`config.mk`:
```
export PLATFORM = sky130hd
export DESIGN_NAME = sha256_byte_stream_hash
export DESIGN_NICKNAME = d
export VERILOG_FILES = /design/src/sv/sha256_pkg.sv /design/src/sv/sha256_byte_stream_hash.sv
export SDC_FILE = /design/constraint.sdc
export NUM_CORES = 2
export LEC_CHECK = 0
export ABC_AREA = 1
export BUFFER_PORTS_ARGS = -buffer_cell sky130_fd_sc_hd__buf_2
export CORE_MARGIN = 2
export CORE_UTILIZATION = 30
export DETAILED_ROUTE_END_ITERATION = 8
export PLACE_DENSITY_LB_ADDON = 0.12
export REMOVE_ABC_BUFFERS = 1
export SKIP_CTS_REPAIR_TIMING = 1
export SKIP_LAST_GASP = 1
export SLEW_MARGIN = 40
export SYNTH_ARGS = -nofsm -noshare
export SYNTH_HDL_FRONTEND = slang
export SYNTH_SLANG_ARGS = --single-unit
```
`constraint.sdc`:
```
create_clock -name clk_i -period 13.6 [get_ports clk_i]
set_input_delay 1.36 -clock clk_i [delete_from_list [all_inputs] [get_ports clk_i]]
set_output_delay 1.36 -clock clk_i [all_outputs]
set_load 0.05 [all_outputs]
```
`src/sv/sha256_pkg.sv`:
```
// sha-256 constants, types and round functions
package sha256_pkg;

  localparam int unsigned BlockBytes = 64;
  localparam int unsigned LenWidth   = 61;

  typedef enum logic [2:0] {
    ST_IDLE,
    ST_ROUND,
    ST_ADD,
    ST_EMIT
  } state_e;

  typedef logic [31:0] word_t;

  localparam word_t KInit [8] = '{
    32'h6a09e667, 32'hbb67ae85, 32'h3c6ef372, 32'ha54ff53a,
    32'h510e527f, 32'h9b05688c, 32'h1f83d9ab, 32'h5be0cd19
  };

  localparam word_t KRound [64] = '{
    32'h428a2f98, 32'h71374491, 32'hb5c0fbcf, 32'he9b5dba5, 32'h3956c25b, 32'h59f111f1,
    32'h923f82a4, 32'hab1c5ed5, 32'hd807aa98, 32'h12835b01, 32'h243185be, 32'h550c7dc3,
    32'h72be5d74, 32'h80deb1fe, 32'h9bdc06a7, 32'hc19bf174, 32'he49b69c1, 32'hefbe4786,
    32'h0fc19dc6, 32'h240ca1cc, 32'h2de92c6f, 32'h4a7484aa, 32'h5cb0a9dc, 32'h76f988da,
    32'h983e5152, 32'ha831c66d, 32'hb00327c8, 32'hbf597fc7, 32'hc6e00bf3, 32'hd5a79147,
    32'h06ca6351, 32'h14292967, 32'h27b70a85, 32'h2e1b2138, 32'h4d2c6dfc, 32'h53380d13,
    32'h650a7354, 32'h766a0abb, 32'h81c2c92e, 32'h92722c85, 32'ha2bfe8a1, 32'ha81a664b,
    32'hc24b8b70, 32'hc76c51a3, 32'hd192e819, 32'hd6990624, 32'hf40e3585, 32'h106aa070,
    32'h19a4c116, 32'h1e376c08, 32'h2748774c, 32'h34b0bcb5, 32'h391c0cb3, 32'h4ed8aa4a,
    32'h5b9cca4f, 32'h682e6ff3, 32'h748f82ee, 32'h78a5636f, 32'h84c87814, 32'h8cc70208,
    32'h90befffa, 32'ha4506ceb, 32'hbef9a3f7, 32'hc67178f2
  };

  localparam logic [7:0] PadByte = 8'h80;

  function automatic word_t ror(input word_t x, input int unsigned n);
    ror = (x >> n) | (x << (32 - n));
  endfunction

  function automatic word_t big_s0(input word_t x);
    big_s0 = ror(x, 2) ^ ror(x, 13) ^ ror(x, 22);
  endfunction

  function automatic word_t big_s1(input word_t x);
    big_s1 = ror(x, 6) ^ ror(x, 11) ^ ror(x, 25);
  endfunction

  function automatic word_t sm_s0(input word_t x);
    sm_s0 = ror(x, 7) ^ ror(x, 18) ^ (x >> 3);
  endfunction

  function automatic word_t sm_s1(input word_t x);
    sm_s1 = ror(x, 17) ^ ror(x, 19) ^ (x >> 10);
  endfunction

endpackage

```
`src/sv/sha256_byte_stream_hash.sv`:
```
// sha-256 hash of a byte stream, one byte per word, iterative round core
//
// Takes one message byte per input word. Bytes are packed straight into a
// 16-word schedule register. When 64 bytes are in, the block goes busy and
// runs the 64 compression rounds on one shared round unit, one round per
// cycle, then folds the working variables into the hash state. in_stall_o
// is high whenever the block is not idle, so also during the digest
// output. On a word marked last the 0x80 pad, zero fill and the 64-bit
// bit length are placed and one or two more blocks are compressed.
// Two blocks are needed when the pad lands
// at byte 56 or above, or when last rides on the byte that fills a block
// (that block first, then a block holding the pad and the length). Then
// the eight digest words come out one per handshake, index 0 (most
// significant) first, last_word on index 7. After the digest the hash
// state and the length return to their initial values. The bit length
// wraps modulo 2^64.
module sha256_byte_stream_hash (
  input  logic        clk_i,
  input  logic        rst_ni,
  input  logic        in_valid_i,
  output logic        in_stall_o,
  input  logic [7:0]  data_byte_i,
  input  logic        byte_valid_i,
  input  logic        last_i,
  output logic        out_valid_o,
  input  logic        out_stall_i,
  output logic [31:0] digest_word_o,
  output logic [2:0]  digest_pos_o,
  output logic        last_word_o
);
  import sha256_pkg::*;

  state_e state_q, state_d;

  word_t  h_q [8];
  word_t  v_q [8];
  word_t  w_q [16];
  logic [LenWidth-1:0] len_q;
  logic [5:0] rnd_q;
  // fin_q: digest pending after this compression; second_q: a length
  // block must follow this one
  logic fin_q, second_q;
  logic [2:0] idx_q;

  logic accept;
  assign accept = in_valid_i && !in_stall_o;

  // shared round unit
  word_t wr, w_new, t1, t2;
  always_comb begin
    w_new = sm_s1(w_q[14]) + w_q[9] + sm_s0(w_q[1]) + w_q[0];
    wr    = (rnd_q < 6'd16) ? w_q[0] : w_new;
    t1    = v_q[7] + big_s1(v_q[4]) + ((v_q[4] & v_q[5]) ^ (~v_q[4] & v_q[6]))
          + KRound[rnd_q] + wr;
    t2    = big_s0(v_q[0]) + ((v_q[0] & v_q[1]) ^ (v_q[0] & v_q[2]) ^ (v_q[1] & v_q[2]));
  end

  // next state
  always_comb begin
    state_d = state_q;
    unique case (state_q)
      ST_IDLE: begin
        if (accept && (byte_valid_i || last_i)) begin
          if (last_i || (byte_valid_i && len_q[5:0] == 6'd63)) state_d = ST_ROUND;
        end
      end
      ST_ROUND: if (rnd_q == 6'd63) state_d = ST_ADD;
      ST_ADD: begin
        if (second_q)   state_d = ST_ROUND;
        else if (fin_q) state_d = ST_EMIT;
        else            state_d = ST_IDLE;
      end
      ST_EMIT: if (!out_stall_i && idx_q == 3'd7) state_d = ST_IDLE;
      default: state_d = ST_IDLE;
    endcase
  end

  // outputs
  always_comb begin
    in_stall_o    = (state_q != ST_IDLE);
    out_valid_o   = (state_q == ST_EMIT);
    digest_word_o = h_q[idx_q];
    digest_pos_o  = idx_q;
    last_word_o   = (idx_q == 3'd7);
  end

  always_ff @(posedge clk_i or negedge rst_ni) begin
    if (!rst_ni) begin
      state_q  <= ST_IDLE;
      len_q    <= '0;
      rnd_q    <= '0;
      fin_q    <= 1'b0;
      second_q <= 1'b0;
      idx_q    <= '0;
      for (int i = 0; i < 8; i++) h_q[i] <= KInit[i];
    end else begin
      state_q <= state_d;
      unique case (state_q)
        ST_ADD: begin
          for (int i = 0; i < 8; i++) h_q[i] <= h_q[i] + v_q[i];
          idx_q <= '0;
        end
        ST_EMIT: begin
          if (!out_stall_i) begin
            idx_q <= idx_q + 3'd1;
            if (idx_q == 3'd7) begin
              for (int i = 0; i < 8; i++) h_q[i] <= KInit[i];
              len_q <= '0;
              fin_q <= 1'b0;
            end
          end
        end
        ST_ROUND: rnd_q <= rnd_q + 6'd1;
        ST_IDLE: begin
          rnd_q <= '0;
          if (accept) begin
            if (byte_valid_i) len_q <= len_q + LenWidth'(1);
            fin_q <= last_i;
            // pad at 56 or above, or last on the byte that fills the block
            second_q <= last_i &&
                        (((byte_valid_i ? len_q[5:0] + 6'd1 : len_q[5:0]) >= 6'd56) ||
                         (byte_valid_i && len_q[5:0] == 6'd63));
          end
        end
        default: ;
      endcase
      if (state_q == ST_ADD && second_q) second_q <= 1'b0;
    end
  end

  // datapath: schedule words and working variables, no reset needed
  logic [LenWidth-1:0] len_n;
  logic [5:0] pos;
  logic [63:0] bits;
  always_comb begin
    len_n = byte_valid_i ? len_q + LenWidth'(1) : len_q;
    pos   = len_n[5:0];
    bits  = {len_n, 3'b000};
  end

  always_ff @(posedge clk_i) begin
    unique case (state_q)
      ST_IDLE: begin
        if (accept) begin
          word_t wl [16];
          for (int i = 0; i < 16; i++) wl[i] = w_q[i];
          if (byte_valid_i)
            wl[len_q[5:2]][8*(3-len_q[1:0]) +: 8] = data_byte_i;
          // a byte that fills the block leaves padding to the next block
          if (last_i && !(byte_valid_i && len_q[5:0] == 6'd63)) begin
            // pad byte then zero fill from pos on
            for (int b = 0; b < 64; b++) begin
              if (b[5:0] == pos) wl[b/4][8*(3-b%4) +: 8] = PadByte;
              else if (b[5:0] > pos) wl[b/4][8*(3-b%4) +: 8] = 8'h00;
            end
            if (pos < 6'd56) begin
              wl[14] = bits[63:32];
              wl[15] = bits[31:0];
            end
          end
          for (int i = 0; i < 16; i++) w_q[i] <= wl[i];
          for (int i = 0; i < 8; i++) v_q[i] <= h_q[i];
        end
      end
      ST_ROUND: begin
        for (int i = 0; i < 15; i++) w_q[i] <= w_q[i+1];
        w_q[15] <= wr;
        v_q[7] <= v_q[6];
        v_q[6] <= v_q[5];
        v_q[5] <= v_q[4];
        v_q[4] <= v_q[3] + t1;
        v_q[3] <= v_q[2];
        v_q[2] <= v_q[1];
        v_q[1] <= v_q[0];
        v_q[0] <= t1 + t2;
      end
      ST_ADD: begin
        if (second_q) begin
          // length block, pad byte first when the data ended on a block edge
          w_q[0] <= (len_q[5:0] == 6'd0) ? {PadByte, 24'h000000} : '0;
          for (int i = 1; i < 14; i++) w_q[i] <= '0;
          w_q[14] <= len_q[LenWidth-1:29];
          w_q[15] <= {len_q[28:0], 3'b000};
          for (int i = 0; i < 8; i++) v_q[i] <= h_q[i] + v_q[i];
        end
      end
      default: ;
    endcase
  end

endmodule

```
==> metrics.txt <==
Tot GR Track Use=31.3%; sequential area share after synthesis=35.0%; worst path required time=14.19 ns; initial antenna violation count=22; total CTS buffers=155; Hold Fails Final Rpt=0; Area Overhead vs Synth=11.5%; Most used DFF post-synth=edfxtp_1; CTS H-tree lvls=4; Yosys top cell by area=edfxtp_1; max-cap violations=0; post-route setup slack=2.19 ns; initial detailed-routing violation count=10100; RSZ-0062 raised after global routing=no; RePlAce Congestion=0.992; Area after DPL=93200 um^2; Slew Limit Headroom=34.4%; Initial Util=between 30% and 40%; clock buffer depth=4; Cell Area, Synth=88300 um^2; Fmax=87.6 MHz; Synth top cells by count=nand2_1, inv_1, o21ai_0, nor2_1, a21oi_1; crit end category=register; Antenna Nets Post-Route=0; CTS tree=done; Tmin final=11.41 ns; crit-path max FO=5; final hold slack=0.412 ns; cell with the most instances after synthesis=nand2_1; Worst-Skew Late Latency=0.88 ns; Post-synth EDFFs=704; total grt overflow=0; core area=slightly below 300000 um^2; FF+latch count, synth=1098; TritonRoute pass-1 iters=8; Hold Crit Class=in2async; fraction of layout cells with a size suffix above 1=7.13%; final worst-path cycle share=83.9%; DIE WIDTH=546 um; crit-path max cell delay=0.64 ns; syn_area_per_cell=7.52 um^2; chip height=546 um; Final TNS setup=0 ns; largest net degree at the start of global routing=~160; CTS sink count=1098; Critical Path Start Type=register; Final HPWL DP=approximately 370 mm; multi-input logic area=49700 um^2; number of placement rows=199; Reg clk slew, reported paths=0.06 ns; Worst Skew=0.0884 ns; vias in the first global route=84400; IO Pins=52; Slew @ Worst Pin=0.978 ns; asr flop ratio synth=30.1%; status=finished clean; WS Path Type=reg2reg; first-pass GRT wire length=671 mm; filler cell count=31500; port bufs=51; Layout Cell Area excl Fill=98400 um^2; Distinct cells, synth=75; Yosys top cell area share=24.0%; CP max stage cell=o21ai_0; WP data arrival=between 10 and 15 ns; pre-CTS setup slack=2.30 ns; storage element area=30900 um^2; drt total wl=483 mm; max-slew violations=0; routed vias/inst=5.63; Layout Nets=about 12000; final setup vio count=0; Mapped Cells=between 10000 and 15000; largest cells by area after synthesis=edfxtp_1, nand2_1, o21ai_0, inv_1, ha_1; drt drc=0; clock root cell=clkbuf_16; Ys Warns=0; Via Count=88100; routed len/inst=30.9 um; die area=299000 um^2
==> through the flow <==
stage,util (%),cells
floorplan,-,11200
global placement,31.7,15400
detailed placement,31.8,15400
CTS,33.5,15600
global route,33.6,15600
finish,33.6,15600
==> layer usage <==
| metal | part of all wire [%] | global-route usage [%] | up-vias |
|---|---|---|---|
| li1 | - | - | 39600 |
| met1 | 44 | 42.9 | 44000 |
| met2 | 44 | 49.0 | 3880 |
| met3 | 7.7 | 5.33 | 661 |
| met4 | 4.3 | 11.5 | 14 |
| met5 | 0.017 | 0 | - |
==> sequential cells by signal, indices dropped and copies added (netlist names) <==
register and flops:
v_q 256, rnd_q 6, w_q 512, h_q 256, second_q 1, state_q 2, fin_q 1, len_q 61
digest_pos_o 3
==> path summary, 6_finish.rpt <==
check | cells after the start | slack (ns) | startpoint | endpoint
max in group asynchronous | 3 | 11.24 | rst_ni | digest_pos_o[1]
worst min-delay path | 1 | 0.41 | rst_ni | h_q[68]
min in group clk_i | 2 | 0.49 | w_q[1][18] | w_q[1][18]
worst max-delay path | 42 | 2.19 | w_q[1][222] | v_q[0][31]
worst max register to register | 42 | 2.19 | w_q[1][222] | v_q[0][31]
worst min register to register | 2 | 0.49 | w_q[1][18] | w_q[1][18]
==> kinds of logic after synthesis <==
kind of cell	count (synthesis)	share of synthesized area [%]
DFF	1098	35.0
buffers and inverters	2117	9.05
muxes	19	0.235
adders and majority gates	599	10.1
and+or+nand+nor	4104	18.9
xor gates and xnor gates	535	5.36
AOI/OAI and AO/OA	3260	21.3
==> cell type report <==
type / instances / area share (%)
clock inverter: 75 / 0.774
tap: 3919 / 4.98
sequential: 1098 / 31.4
inverter: 1580 / 6.07
antenna: 7 / 0.0178
multi-input combinational: 8517 / 50.5
timing repair buffer: 245 / 1.93
clock buffer: 207 / 4.36
==> critical path, delay by kind of cell, from the launching register on <==
| family | cells | cell delay, ns |
|---|---|---|
| adder cells (fa/ha/maj) | 9 | 4.10 |
| AO/OA/AOI/OAI | 9 | 2.36 |
| AND/OR/NAND/NOR | 13 | 2.14 |
| XOR/XNOR | 5 | 1.58 |
| flip-flops | 1 | 0.47 |
| buffers and inverters | 6 | 0.44 |
==> cell usage in the layout, fill, tap and decap left out, drive strengths merged, types with 195 or more instances in the layout <==
cell / instances
inv: 1584
nand3: 410
a21oi: 714
buf: 245
edfxtp: 704
xor2: 332
clkbuf: 207
o22ai: 301
nand2: 2586
o21ai: 1476
fa: 195
ha: 400
xnor2: 203
nor2: 779
Power is not shown: default switching activity piles up to over one toggle a cycle in this logic, so the estimate is an artifact.
